File: src/hw/rtl/bbps_pkg.sv
`timescale 1ns / 1ps
`default_nettype none

package bbps_pkg;

  localparam int unsigned TIME_W  = 16;
  localparam int unsigned HZ_W    = 16;
  localparam int unsigned COUNT_W = 8;
  localparam int unsigned CSTEP_W = 2;
  localparam int unsigned CFG_IDX_W  = 3;
  localparam int unsigned CFG_DATA_W = 16;

  localparam logic [HZ_W-1:0] ALARM_HI_HZ = HZ_W'(4000);
  localparam logic [HZ_W-1:0] ALARM_LO_HZ = HZ_W'(2000);
  localparam logic [HZ_W-1:0] CLEAR_HZ    = HZ_W'(800);

  localparam logic [TIME_W-1:0]  RST_ALARM_STEP_MS    = TIME_W'(50);
  localparam logic [COUNT_W-1:0] RST_ALARM_STEP_COUNT = COUNT_W'(60);
  localparam logic [TIME_W-1:0]  RST_CLEAR_BEEP_MS    = TIME_W'(100);
  localparam logic [TIME_W-1:0]  RST_CLEAR_GAP_MS     = TIME_W'(150);
  localparam logic [TIME_W-1:0]  RST_KEY_SHORT_MS     = TIME_W'(50);
  localparam logic [TIME_W-1:0]  RST_KEY_LONG_MS      = TIME_W'(200);
  localparam logic [HZ_W-1:0]    RST_KEY_LOW_HZ       = HZ_W'(1000);
  localparam logic [HZ_W-1:0]    RST_KEY_HIGH_HZ      = HZ_W'(1500);

  typedef enum logic [1:0] {
    MODE_TICK        = 2'd0,
    MODE_START_ALARM = 2'd1,
    MODE_START_CLEAR = 2'd2,
    MODE_START_KEY   = 2'd3
  } mode_e;

  typedef enum logic [CFG_IDX_W-1:0] {
    CFG_ALARM_STEP_MS    = 3'd0,
    CFG_ALARM_STEP_COUNT = 3'd1,
    CFG_CLEAR_BEEP_MS    = 3'd2,
    CFG_CLEAR_GAP_MS     = 3'd3,
    CFG_KEY_SHORT_MS     = 3'd4,
    CFG_KEY_LONG_MS      = 3'd5,
    CFG_KEY_LOW_HZ       = 3'd6,
    CFG_KEY_HIGH_HZ      = 3'd7
  } cfg_idx_e;

  typedef struct packed {
    mode_e mode;
    logic  key_long;
    logic  key_high;
  } in_item_t;

  typedef struct packed {
    logic            sound_on;
    logic [HZ_W-1:0] tone_hz;
    logic            busy_res;
  } out_item_t;

  typedef struct packed {
    cfg_idx_e              idx;
    logic [CFG_DATA_W-1:0] data;
  } cfg_wr_t;

  typedef struct packed {
    logic [TIME_W-1:0]  alarm_step_ms;
    logic [COUNT_W-1:0] alarm_step_count;
    logic [TIME_W-1:0]  clear_beep_ms;
    logic [TIME_W-1:0]  clear_gap_ms;
    logic [TIME_W-1:0]  key_short_ms;
    logic [TIME_W-1:0]  key_long_ms;
    logic [HZ_W-1:0]    key_low_hz;
    logic [HZ_W-1:0]    key_high_hz;
  } cfg_regs_t;

  // Saturating millisecond count
  function automatic logic [TIME_W-1:0] bump(input logic [TIME_W-1:0] t);
    bump = (t == {TIME_W{1'b1}}) ? t : t + TIME_W'(1);
  endfunction

endpackage

`default_nettype wire

File: src/hw/rtl/bbps_if.sv
`timescale 1ns / 1ps
`default_nettype none

interface bbps_in_if;
  import bbps_pkg::*;
  logic     valid;
  logic     ready;
  in_item_t data;
  modport source (output valid, output data, input ready);
  modport sink (input valid, input data, output ready);
endinterface

interface bbps_out_if;
  import bbps_pkg::*;
  logic      valid;
  logic      ready;
  out_item_t data;
  modport source (output valid, output data, input ready);
  modport sink (input valid, input data, output ready);
endinterface

interface bbps_cfg_if;
  import bbps_pkg::*;
  logic    valid;
  logic    ready;
  cfg_wr_t data;
  modport source (output valid, output data, input ready);
  modport sink (input valid, input data, output ready);
endinterface

`default_nettype wire

File: src/hw/rtl/buzzer_beep_pattern_sequencer_core.sv
// Buzzer beep pattern sequencer.
// Channels: in_i carries one item per transfer (mode: tick, start alarm, start
// clear beep, start key beep, plus the key length and pitch selects). out_o
// carries one result per input item: sound_on, tone_hz and busy_res as they
// stand after the item is applied. cfg_i writes one of eight timing and pitch
// registers per transfer; it is always ready and should only be used while
// no item is in flight.
// Flow: an accepted item waits in the input register and is applied once the
// output register is free or being drained; its result is then registered and
// shown on out_o. Throughput: one item per cycle unless out_o is held off; the
// pattern update is a single pass of logic between the input and result registers.
// Reset: all patterns idle, drive silent, registers at their default values.
// Stall: while out_o is held off, one result waits in the output register and
// one more item waits in the input register; in_i drops ready only when both
// are full.
`timescale 1ns / 1ps
`default_nettype none

module buzzer_beep_pattern_sequencer_core import bbps_pkg::*; (
  input  wire logic   clk_i,
  input  wire logic   rst_ni,
  bbps_in_if.sink     in_i,
  bbps_out_if.source  out_o,
  bbps_cfg_if.sink    cfg_i
);

  in_item_t  in_q;
  logic      in_valid_q;
  out_item_t out_q;
  logic      out_valid_q;
  out_item_t result;
  cfg_regs_t regs;
  logic      advance;

  // apply the held item when the output register is free or being drained
  assign advance     = in_valid_q & (~out_valid_q | out_o.ready);
  assign in_i.ready  = ~in_valid_q | advance;
  assign out_o.valid = out_valid_q;
  assign out_o.data  = out_q;

  bbps_cfg_regs u_cfg_regs (
    .clk_i  (clk_i),
    .rst_ni (rst_ni),
    .cfg_i  (cfg_i),
    .regs_o (regs)
  );

  bbps_pattern_engine u_engine (
    .clk_i     (clk_i),
    .rst_ni    (rst_ni),
    .step_en_i (advance),
    .item_i    (in_q),
    .regs_i    (regs),
    .result_o  (result)
  );

  always_ff @(posedge clk_i or negedge rst_ni) begin
    if (!rst_ni) begin
      in_valid_q  <= 1'b0;
      out_valid_q <= 1'b0;
    end else begin
      if (in_i.valid && in_i.ready) begin
        in_valid_q <= 1'b1;
      end else if (advance) begin
        in_valid_q <= 1'b0;
      end
      if (advance) begin
        out_valid_q <= 1'b1;
      end else if (out_o.ready) begin
        out_valid_q <= 1'b0;
      end
    end
  end

  always_ff @(posedge clk_i) begin
    if (in_i.valid && in_i.ready) begin
      in_q <= in_i.data;
    end
    if (advance) begin
      out_q <= result;
    end
  end

endmodule

`default_nettype wire

File: src/hw/rtl/bbps_cfg_regs.sv
`timescale 1ns / 1ps
`default_nettype none

module bbps_cfg_regs import bbps_pkg::*; (
  input  wire logic  clk_i,
  input  wire logic  rst_ni,
  bbps_cfg_if.sink   cfg_i,
  output cfg_regs_t  regs_o
);

  cfg_regs_t regs_q;

  assign cfg_i.ready = 1'b1;
  assign regs_o      = regs_q;

  always_ff @(posedge clk_i or negedge rst_ni) begin
    if (!rst_ni) begin
      regs_q.alarm_step_ms    <= RST_ALARM_STEP_MS;
      regs_q.alarm_step_count <= RST_ALARM_STEP_COUNT;
      regs_q.clear_beep_ms    <= RST_CLEAR_BEEP_MS;
      regs_q.clear_gap_ms     <= RST_CLEAR_GAP_MS;
      regs_q.key_short_ms     <= RST_KEY_SHORT_MS;
      regs_q.key_long_ms      <= RST_KEY_LONG_MS;
      regs_q.key_low_hz       <= RST_KEY_LOW_HZ;
      regs_q.key_high_hz      <= RST_KEY_HIGH_HZ;
    end else if (cfg_i.valid) begin
      case (cfg_i.data.idx)
        CFG_ALARM_STEP_MS:    regs_q.alarm_step_ms    <= cfg_i.data.data;
        CFG_ALARM_STEP_COUNT: regs_q.alarm_step_count <= cfg_i.data.data[COUNT_W-1:0];
        CFG_CLEAR_BEEP_MS:    regs_q.clear_beep_ms    <= cfg_i.data.data;
        CFG_CLEAR_GAP_MS:     regs_q.clear_gap_ms     <= cfg_i.data.data;
        CFG_KEY_SHORT_MS:     regs_q.key_short_ms     <= cfg_i.data.data;
        CFG_KEY_LONG_MS:      regs_q.key_long_ms      <= cfg_i.data.data;
        CFG_KEY_LOW_HZ:       regs_q.key_low_hz       <= cfg_i.data.data;
        CFG_KEY_HIGH_HZ:      regs_q.key_high_hz      <= cfg_i.data.data;
        default: ;
      endcase
    end
  end

endmodule

`default_nettype wire

File: src/hw/rtl/bbps_pattern_engine.sv
`timescale 1ns / 1ps
`default_nettype none

module bbps_pattern_engine import bbps_pkg::*; (
  input  wire logic      clk_i,
  input  wire logic      rst_ni,
  input  wire logic      step_en_i,
  input  wire in_item_t  item_i,
  input  wire cfg_regs_t regs_i,
  output out_item_t      result_o
);

  typedef struct packed {
    logic               alarm_active;
    logic [COUNT_W-1:0] alarm_step;
    logic [TIME_W-1:0]  alarm_timer;
    logic               clear_active;
    logic [CSTEP_W-1:0] clear_step;
    logic [TIME_W-1:0]  clear_timer;
    logic               key_active;
    logic               key_sounding;
    logic [TIME_W-1:0]  key_timer;
    logic               key_long_sel;
    logic               key_high_sel;
    logic               drive_on;
    logic [HZ_W-1:0]    drive_hz;
  } pat_state_t;

  pat_state_t st_q, st_d;

  always_comb begin
    logic [TIME_W-1:0] clear_wait;
    logic [TIME_W-1:0] key_len;
    st_d       = st_q;
    clear_wait = '0;
    key_len    = '0;
    case (item_i.mode)
      MODE_TICK: begin
        // alarm, clear, key in that order: last drive write wins
        if (st_d.alarm_active) begin
          st_d.alarm_timer = bump(st_d.alarm_timer);
          if (st_d.alarm_timer >= regs_i.alarm_step_ms) begin
            if (!st_d.alarm_step[0]) begin
              st_d.drive_on = 1'b1;
              st_d.drive_hz = st_d.alarm_step[1] ? ALARM_LO_HZ : ALARM_HI_HZ;
            end else begin
              st_d.drive_on = 1'b0;
              st_d.drive_hz = '0;
            end
            st_d.alarm_timer = '0;
            st_d.alarm_step  = st_d.alarm_step + COUNT_W'(1);
          end
          if (st_d.alarm_step >= regs_i.alarm_step_count) begin
            st_d.alarm_step   = '0;
            st_d.alarm_active = 1'b0;
          end
        end
        if (st_d.clear_active) begin
          st_d.clear_timer = bump(st_d.clear_timer);
          clear_wait = (st_d.clear_step == CSTEP_W'(2)) ? regs_i.clear_gap_ms
                                                         : regs_i.clear_beep_ms;
          if (st_d.clear_timer >= clear_wait) begin
            st_d.clear_timer = '0;
            if (!st_d.clear_step[0]) begin
              st_d.drive_on   = 1'b1;
              st_d.drive_hz   = CLEAR_HZ;
              st_d.clear_step = st_d.clear_step + CSTEP_W'(1);
            end else begin
              st_d.drive_on = 1'b0;
              st_d.drive_hz = '0;
              if (st_d.clear_step == CSTEP_W'(1)) begin
                st_d.clear_step = CSTEP_W'(2);
              end else begin
                st_d.clear_step   = '0;
                st_d.clear_active = 1'b0;
              end
            end
          end
        end
        if (st_d.key_active) begin
          key_len = st_d.key_long_sel ? regs_i.key_long_ms : regs_i.key_short_ms;
          if (!st_d.key_sounding) begin
            st_d.drive_on     = 1'b1;
            st_d.drive_hz     = st_d.key_high_sel ? regs_i.key_high_hz : regs_i.key_low_hz;
            st_d.key_timer    = '0;
            st_d.key_sounding = 1'b1;
          end else begin
            st_d.key_timer = bump(st_d.key_timer);
            if (st_d.key_timer >= key_len) begin
              st_d.drive_on     = 1'b0;
              st_d.drive_hz     = '0;
              st_d.key_sounding = 1'b0;
              st_d.key_active   = 1'b0;
              st_d.key_timer    = '0;
            end
          end
        end
      end
      MODE_START_ALARM: begin
        st_d.alarm_active = 1'b1;
        st_d.alarm_step   = '0;
        st_d.alarm_timer  = '0;
      end
      MODE_START_CLEAR: begin
        st_d.clear_active = 1'b1;
        st_d.clear_step   = '0;
        st_d.clear_timer  = '0;
      end
      MODE_START_KEY: begin
        st_d.key_active   = 1'b1;
        st_d.key_sounding = 1'b0;
        st_d.key_timer    = '0;
        st_d.key_long_sel = item_i.key_long;
        st_d.key_high_sel = item_i.key_high;
      end
      default: ;
    endcase
  end

  assign result_o.sound_on = st_d.drive_on;
  assign result_o.tone_hz  = st_d.drive_on ? st_d.drive_hz : '0;
  assign result_o.busy_res = st_d.alarm_active | st_d.clear_active | st_d.key_active;

  always_ff @(posedge clk_i or negedge rst_ni) begin
    if (!rst_ni) begin
      st_q <= '0;
    end else if (step_en_i) begin
      st_q <= st_d;
    end
  end

endmodule

`default_nettype wire
File: src/flat_wrapper.sv
// flat-port wrapper written by rule: the top's interface ports become plain ports
module buzzer_beep_pattern_sequencer_core_flat import bbps_pkg::*;
  (clk_i, rst_ni, in_i_valid, in_i_data, in_i_ready, out_o_valid, out_o_data, out_o_ready, cfg_i_valid, cfg_i_data, cfg_i_ready);
  bbps_in_if in_i_i ();
  bbps_out_if out_o_i ();
  bbps_cfg_if cfg_i_i ();
  input  wire logic clk_i;
  input  wire logic rst_ni;
  input wire logic [$bits(in_i_i.valid)-1:0] in_i_valid;
  input wire logic [$bits(in_i_i.data)-1:0] in_i_data;
  output wire logic [$bits(in_i_i.ready)-1:0] in_i_ready;
  output wire logic [$bits(out_o_i.valid)-1:0] out_o_valid;
  output wire logic [$bits(out_o_i.data)-1:0] out_o_data;
  input wire logic [$bits(out_o_i.ready)-1:0] out_o_ready;
  input wire logic [$bits(cfg_i_i.valid)-1:0] cfg_i_valid;
  input wire logic [$bits(cfg_i_i.data)-1:0] cfg_i_data;
  output wire logic [$bits(cfg_i_i.ready)-1:0] cfg_i_ready;
  assign in_i_i.valid = in_i_valid;
  assign in_i_i.data = in_i_data;
  assign in_i_ready = in_i_i.ready;
  assign out_o_valid = out_o_i.valid;
  assign out_o_data = out_o_i.data;
  assign out_o_i.ready = out_o_ready;
  assign cfg_i_i.valid = cfg_i_valid;
  assign cfg_i_i.data = cfg_i_data;
  assign cfg_i_ready = cfg_i_i.ready;
  buzzer_beep_pattern_sequencer_core u_core (.clk_i(clk_i), .rst_ni(rst_ni), .in_i(in_i_i), .out_o(out_o_i), .cfg_i(cfg_i_i));
endmodule
File: config.mk
export PLATFORM = sky130hd
export DESIGN_NAME = buzzer_beep_pattern_sequencer_core_flat
export DESIGN_NICKNAME = d
export VERILOG_FILES = /design/src/hw/rtl/bbps_pkg.sv /design/src/hw/rtl/bbps_if.sv /design/src/hw/rtl/buzzer_beep_pattern_sequencer_core.sv /design/src/hw/rtl/bbps_cfg_regs.sv /design/src/hw/rtl/bbps_pattern_engine.sv /design/src/flat_wrapper.sv
export SDC_FILE = /design/constraint.sdc
export NUM_CORES = 1
export LEC_CHECK = 0
export BUFFER_PORTS_ARGS = -buffer_cell sky130_fd_sc_hd__buf_2
export CAP_MARGIN = 30
export CELL_PAD_IN_SITES_DETAIL_PLACEMENT = 1
export CELL_PAD_IN_SITES_GLOBAL_PLACEMENT = 2
export CORE_ASPECT_RATIO = 1.5
export CORE_UTILIZATION = 38
export CTS_CLUSTER_DIAMETER = 50
export DETAILED_ROUTE_END_ITERATION = 8
export PLACE_DENSITY = 0.73
export SLEW_MARGIN = 20
export SYNTH_ARGS = -nofsm -noshare
export SYNTH_HDL_FRONTEND = slang
export SYNTH_SLANG_ARGS = --single-unit
File: constraint.sdc
create_clock -name clk_i -period 15.4 [get_ports clk_i]
set_clock_uncertainty 0.15 [all_clocks]
set_input_delay 3.08 -clock clk_i [delete_from_list [all_inputs] [get_ports clk_i]]
set_output_delay 3.08 -clock clk_i [all_outputs]
set_load 0.02 [all_outputs]
# Word level (Yosys, flattened, before mapping)
# Cells that the tools add are included.
# totals
reg_bits	225
in_bits	28
wordCells	124
out_inout_bits	21
# op_classes
add_sub_neg	5
muxes	39
order_cmp	4
n_bitwise	7
n_eq_ne	19
reduce_logical	21
# op_table
operator	count
17-bit 2-to-1 mux	11
16-bit 2-to-1 mux	6
24-bit 2-to-1 mux	3
25-bit one-hot mux with 2 select lines	1
16-bit by 1-bit adder with 16-bit output (second input constant)	3
16-bit == test (second input constant)	3
16-bit greater-or-equal comparator	3
19-bit 2-to-1 mux	2
19-bit one-hot mux with 2 select lines	1
18-bit 2-to-1 mux	2
18-bit one-hot mux with 2 select lines	1
25-bit 2-to-1 mux	1
2-bit AND reduction	9
3-bit == test (second input constant)	4
12-bit 2-to-1 mux	1
2-bit nonzero test	5
9-bit 2-to-1 mux	1
3-bit AND reduction	3
8-bit by 1-bit adder with 8-bit output (second input constant)	1
8-bit greater-or-equal comparator	1
2-bit != test (second input constant)	4
1-bit 2-to-1 mux	7
2-bit == test (second input constant)	3
3-bit by 2-bit == test with 1-bit output (second input constant)	2
11 further kinds	17

# Depth between registers and ports, before layout
# Gate-level depths: netlist of run 1.
# logic_depth
depth_word	12
ltp_mapped	24
depth_no_buf	24

# Cells and area by module
# From an unflattened synthesis of run 1, not the netlist that was laid out.
# unflattened
hier_cells	1091
area_unflattened_um2	12375.6
# modules_own_cells
module	cells_each	seq_area_each_um2	instances	area_per_inst_um2
bbps_pattern_engine	797	2026.9	1	6945.4
bbps_cfg_regs	264	3044.2	1	4665.7
buzzer_beep_pattern_sequencer_core	30	710.7	1	764.5

# Worst setup path after synthesis of run 1
# OpenSTA, ideal clock, no wires.
# synth_path
path_type	input port to output port
start	input out_o_ready
end	output in_i_ready
required_ns	12.170
path_buffers	0
setup_slack_ns	8.812
arrival_time_ns	3.358
cell_stages	1
cell_sequence	nand3b_1
# synth_between
elab_chain_len	3
# synth_rtl
item	line_no	source
start: declaration	flat_wrapper.sv:14	input wire logic [$bits(out_o_i.ready)-1:0] out_o_ready;
1-bit OR	buzzer_beep_pattern_sequencer_core.sv:36	assign advance = in_valid_q & (~out_valid_q | out_o.ready);
1-bit AND	buzzer_beep_pattern_sequencer_core.sv:36	
1-bit OR	buzzer_beep_pattern_sequencer_core.sv:37	assign in_i.ready = ~in_valid_q | advance;
end: declaration	flat_wrapper.sv:11	output wire logic [$bits(in_i_i.ready)-1:0] in_i_ready;
# No other way between the ends.

# Final worst setup path of run 1
# Ends and elaborated chain as after synthesis.

==> impl_metrics.csv, run 1 <==
group,metric,value,unit
yosys,synthSimpleGateAreaFrac,11.4,%
cts,cts_buffer_depth,3,
cts,cts_resized,0,
flow_run,drv_cap,0,
yosys,synth_cell_type_count,71,
yosys,synth-seq-cells,225,
detailed_routing,drt-initial-drc-count,225,
detailed_routing,dr_wl_met3,583,um
power_and_ir_drop,ir_drop,64.0,uV
global_routing,antenna_found_initial,0,
yosys,async_reset_ff_share,90.2,%
yosys,synth_area_per_cell,11.0,um2
yosys,synth_nets,1191,
floorplan,coreArea,31100,um2
detailed_routing,routed_wl,31.6,mm
cts,clkTransAtPathRegs,0.06,ns
yosys,synth_edf_count,22,
cts,cts_tree,"built",
sta,finalHoldViolations,0,
power_and_ir_drop,power,1.86,mW
setup_path,crit_required,12.17,ns
yosys,synth_warnings,0,
power_and_ir_drop,p_leak,6.11,nW
yosys,synth_compound_area_share,13.8,%
power_and_ir_drop,combPwrFrac,20.4,%
outcome,status,"finished, final reports clean",
final_layout,layout-drive-gt1-share,23.1,%
detailed_routing,drt-met1-wl,13.8,mm
power_and_ir_drop,p_int,1.33,mW
hold_path,hold_path_class,"reg -> reg",
final_layout,fillers,3376,
sta,rsz0062_at_grt,"no",
floorplan,fp.dieH,220,um
detailed_routing,via_count,8522,
setup_path,cp_max_fo,3,
sta,finalSetupViolCount,0,
placement,numPlacedInstances,1516,
setup_path,crit_type,"in -> out",
global_routing,grt_pass1_wl,51.1,mm
floorplan,die_width,147,um
cts,cts_inserted_buffers,26,
cts,postCtsSetupRepairBufs,0,
final_layout,num-nets-final,1238,
detailed_routing,highest_layer,"met4",
detailed_routing,ant_nets,0,
detailed_routing,met2_length,16.5,mm
yosys,synth_top_family_by_area,"multiplexers",
sta,relSlewSlack,38.1,%
final_layout,final_common_cell,"dfrtp_1",
global_routing,grt-ovfl-total,0,
floorplan,die_area,32400,um2
sta,finalCritPeriodShare,44.0,%
sta,finalMaxSlewViolations,0,
placement,place_congestion,0.747,
sta,period_minus_slack,6.78,ns
detailed_routing,drc_errors,0,
yosys,synth_xor_area_share,2.83,%
final_layout,final_core_util,44.2,%
yosys,syn_area,12000,um2
yosys,synth-main-ff-cell,"dfrtp_1",
sta,fmax,148,MHz
cts,cts-root-buf,"clkbuf_16",
yosys,muxShareOfSynthArea,14.1,%
power_and_ir_drop,seqPwrFrac,42.8,%
power_and_ir_drop,p_switching,535,uW
setup_path,end_kind,"primary output",
global_routing,gr-usage-all-layers,20.3,%
final_layout,final_cell_mix,"170 x dfrtp_1, 108 x mux2_2, 91 x nand2_1",
floorplan,initial_utilization,38.7,%
yosys,synth_cells,1095,
placement,post-place-ws,8.62,ns
sta,fin_hold_ws,0.319,ns
setup_path,cp.arrival,3.55,ns
yosys,yosysSeqAreaShare,48.0,%
final_layout,syn_to_final_growth,14.3,%
sta,tightestPinTransition,0.928,ns
sta,fin_ws,8.62,ns
final_layout,antennaDiodeCount,0,
cts,ctsHoldBuffers,0,
placement,dp_hpwl,22.3,mm
power_and_ir_drop,power_frac_clock,36.8,%
sta,tns,0,ns
global_routing,grt_max_degree,75,
yosys,synth-adder-area-share,7.06,%
detailed_routing,wl_per_cell,20.2,um
final_layout,final_area,13800,um2
setup_path,cp-start-kind,"input port",
final_layout,final_cells,1567,
power_and_ir_drop,powerDensity,135,nW/um2
cts,insertion_delay,0.54,ns
cts,cts_max_level,1,
placement,port-buffer-count,47,
cts,clock-sinks,225,
global_routing,grt_pass1_vias,9114,
detailed_routing,vias_per_cell,5.44,
placement,dpl_cell_area,12800,um2
floorplan,ios,49,
floorplan,placementRows,79,
power_and_ir_drop,swShare,28.8,%
detailed_routing,drtPass1Iterations,4,
[routing by layer]
| layer | up-vias | track usage, % |
|---|---|---|
| met5 | - | 0 |
| met3 | 40 | 1.82 |
| li1 | 4066 | - |
| met1 | 4331 | 25.2 |
| met4 | 0 | 5.77 |
| met2 | 85 | 37.2 |
[power groups by stage]
stage          Clock [mW]  Combinational, mW  Sequential, mW
6_report            0.685              0.380           0.796
5_1_grt             0.725              0.428           0.812
4_1_cts             0.706              0.386           0.797
3_5_place_dp            0              0.383           0.806
3_3_place_gp            0              0.366           0.803
2_1_floorplan           0              0.262           0.800
[final cells by class]
| class | instances | area [um2] | share of cell area, % |
|---|---|---|---|
| clock buffer | 35 | 736 | 5.34 |
| clock inverter | 13 | 211 | 1.53 |
| inverter | 40 | 150 | 1.09 |
| multi-input combinational | 785 | 5950 | 43.2 |
| sequential | 225 | 5780 | 42.0 |
| tap | 405 | 507 | 3.68 |
| timing repair buffer | 64 | 438 | 3.18 |
[final timing paths]
check,startpoint,endpoint,slack (ns),depth (start not counted)
max in group asynchronous,rst_ni,u_core.u_engine.st_q[11],11.02,3
min in group asynchronous,rst_ni,u_core.u_engine.st_q[31],2.41,1
min,u_core.u_engine.st_q[11],u_core.u_engine.st_q[11],0.32,2
max reg2reg,u_core.u_engine.st_q[56],u_core.u_engine.st_q[78],8.68,22
max,out_o_ready,in_i_ready,8.62,3
min reg2reg,u_core.u_engine.st_q[11],u_core.u_engine.st_q[11],0.32,2
[critical path: stages]
cell and delay (ns):
buf_2 0.10, nand3b_1 0.19, buf_2 0.18
[state kept, by name (all words and copies together) (netlist names)]
name / cells
u_core.out_o.data: 18
u_core.u_cfg_regs.regs_o: 120
u_core.in_q: 4
u_core.in_valid_q: 1
u_core.out_o.valid: 1
u_core.u_engine.st_q: 81
[Yosys cell counts, drive strengths merged, types with 9 or more instances]
library cell | number | area [um2]
a21o | 13 | 97.6
a21oi | 43 | 219
a22o | 42 | 368
a31oi | 9 | 56.3
and2 | 9 | 56.3
and3 | 12 | 75.1
clkbuf | 37 | 139
dfrtp | 170 | 4250
dfstp | 33 | 867
edfxtp | 22 | 661
ha | 68 | 851
inv | 39 | 146
mux2 | 108 | 1220
mux2i | 48 | 480
nand2 | 91 | 342
nand2b | 14 | 95.1
nand3 | 25 | 125
nand4 | 16 | 121
nor2 | 62 | 240
nor2b | 10 | 62.6
nor3 | 15 | 80.1
o21ai | 77 | 397
o31ai | 18 | 163
xnor2 | 25 | 219
xor2 | 14 | 123
[logic make-up after synthesis]
family,Yosys count
xor gates and xnor gates,39
DFF,225
and+or+nand+nor,276
muxes,156
buffers and inverters,85
adders and majority gates,68
other,1
AOI/OAI and AO/OA,245
(Power assumes the default switching activity.)
==> run 2, diff against run 1 <==
Clock period 15.4 ns to 6.95 ns, I/O delays scaled along.
==> run 2 against run 1 <==
Against the previous run: cell area barely moved; sequential power rose by 120%; worst setup slack got worse by 8.0 ns; critical path depth rose by 20; critical endpoint is now u_core.u_engine.st_q[78]; routed wire length fell by 0.93%; non-clock buffer count rose by 2; flip-flop and latch count did not move; clock power rose by 110%; hold slack got worse by 0.0034 ns.
==> impl_metrics.csv, run 2 (same netlist as run 1, synthesis figures left out) <==
group,metric,value,unit
outcome,status,"finished, final reports clean",
floorplan,ios,49,
sta,finalCritPeriodShare,91.6,%
setup_path,cp-start-kind,"register",
detailed_routing,drt-initial-drc-count,237,
detailed_routing,ant_nets,0,
floorplan,fp.dieH,220,um
final_layout,syn_to_final_growth,14.3,%
global_routing,grt_max_degree,92,
floorplan,initial_utilization,38.7,%
setup_path,regToRegEndpoint,"u_core.u_engine.st_q[78]",
hold_path,hold_depth,2,
final_layout,fillers,3423,
global_routing,grt_pass1_wl,50.4,mm
cts,cts_max_level,1,
setup_path,end_kind,"register",
sta,finalHoldViolations,0,
hold_path,min_to,"u_core.u_engine.st_q[11]",
cts,postCtsSetupRepairBufs,0,
detailed_routing,vias_per_cell,5.48,
final_layout,largest_reg_flops,120,
setup_path,cp.arrival,6.70,ns
sta,tns,0,ns
power_and_ir_drop,ir_drop,170,uV
hold_path,hp-start,"u_core.u_engine.st_q[11]",
floorplan,placementRows,79,
cts,ctsHoldBuffers,0,
global_routing,gr-usage-all-layers,20.0,%
sta,finalMaxSlewViolations,0,
global_routing,grt_pass1_vias,9007,
cts,clock-sinks,225,
cts,cts_tree,"built",
hold_path,hold_path_class,"reg -> reg",
sta,period_minus_slack,6.37,ns
setup_path,cp_max_fo,13,
detailed_routing,wl_per_cell,19.9,um
detailed_routing,drc_errors,0,
final_layout,layout-drive-gt1-share,23.6,%
detailed_routing,drtPass1Iterations,4,
placement,dp_hpwl,22.3,mm
setup_path,crit_required,7.28,ns
setup_path,reg2reg_depth,23,
detailed_routing,via_count,8596,
floorplan,coreArea,31100,um2
global_routing,antenna_found_initial,1,
placement,port-buffer-count,47,
sta,tightestPinTransition,0.902,ns
final_layout,antennaDiodeCount,0,
floorplan,die_area,32400,um2
cts,insertion_delay,0.54,ns
global_routing,grt-ovfl-total,0,
sta,rsz0062_at_grt,"no",
flow_run,drv_cap,0,
cts,clkTransAtPathRegs,0.06,ns
power_and_ir_drop,p_leak,6.13,nW
detailed_routing,routed_wl,31.3,mm
cts,cts-root-buf,"clkbuf_16",
cts,cts_buffer_depth,3,
setup_path,crit_type,"reg -> reg",
final_layout,final_cell_mix,"170 x dfrtp_1, 108 x mux2_2, 91 x nand2_1",
power_and_ir_drop,powerDensity,296,nW/um2
placement,place_congestion,0.828,
final_layout,num-nets-final,1241,
floorplan,die_width,147,um
final_layout,final_common_cell,"dfrtp_1",
sta,fmax,157,MHz
sta,finalSetupViolCount,0,
cts,cts_resized,0,
setup_path,rrSetupSlack,0.58,ns
setup_path,rr_startpoint,"u_core.u_engine.st_q[56]",
sta,relSlewSlack,39.7,%
final_layout,final_core_util,44.2,%
cts,cts_inserted_buffers,27,
-- run 2: final cells by class --
type / count / area (um2) / share of cell area (%)
clock inverters: 11 / 128 / 0.927
flip-flops and latches: 225 / 5780 / 42.0
clock buffers: 38 / 807 / 5.86
multi-input cells: 785 / 5950 / 43.2
repair buffers: 66 / 453 / 3.29
inverters: 40 / 150 / 1.09
well taps: 405 / 507 / 3.68
-- run 2: worst max path at each step --
stage	from	end	slack (ns)	cells after the start
floorplan	u_core.u_engine.st_q[56]	u_core.u_engine.st_q[78]	1.61	22
global placement	u_core.u_engine.st_q[56]	u_core.u_engine.st_q[79]	1.02	23
detailed placement	u_core.u_engine.st_q[56]	u_core.u_engine.st_q[78]	0.67	23
CTS	u_core.u_engine.st_q[56]	u_core.u_engine.st_q[78]	0.64	23
global route	u_core.u_engine.st_q[56]	u_core.u_engine.st_q[78]	0.04	23
finish	u_core.u_engine.st_q[56]	u_core.u_engine.st_q[78]	0.58	23
-- run 2: routing by layer --
metal  vias to the layer above  GRT usage [%]  wire length [um]
met2                        93           36.5             16300
met4                         0           5.60               752
met1                      4385           24.8             13500
li1                       4074              -                 -
met5                         -              0                 0
met3                        44           2.15               745
-- run 2: report_power, final --
group          internal [mW]  switching [mW]  leakage (nW)
Clock                  0.887           0.582         0.464
Combinational          0.388           0.452          2.96
Sequential              1.62           0.150          2.71
-- run 2: worst max-delay path: stages (launching register included) --
cell and delay [ns]:
dfrtp_1 0.44, ha_1 0.27, nand2_1 0.07, nor4_1 0.59, nand4_1 0.16, buf_4 0.22, and4_1 0.24, and3_1 0.22
xor2_1 0.15, ha_1 0.29, a21oi_1 0.15, o21ai_0 0.10, a221oi_1 0.54, nand2_1 0.35, and4_1 0.36, xor2_1 0.16
ha_1 0.29, and2_1 0.16, o21ai_0 0.13, o21ai_0 0.13, o41a_1 0.42, or2_2 0.38, nor3b_1 0.22, a21o_1 0.11
-- run 2: metrics by stage --
step	hold WS, ns	instance area [um2]	setup slack (ns)	power, mW	instances
3_3_place_gp	0.304	12700	1.02	2.59	1513
3_5_place_dp	0.306	12800	0.666	2.64	1520
6_report	0.316	13800	0.583	4.08	1570
5_1_grt	0.353	13800	0.0392	4.31	1570
2_1_floorplan	0.289	12000	1.61	2.35	1095
4_1_cts	0.321	13700	0.641	4.15	1569
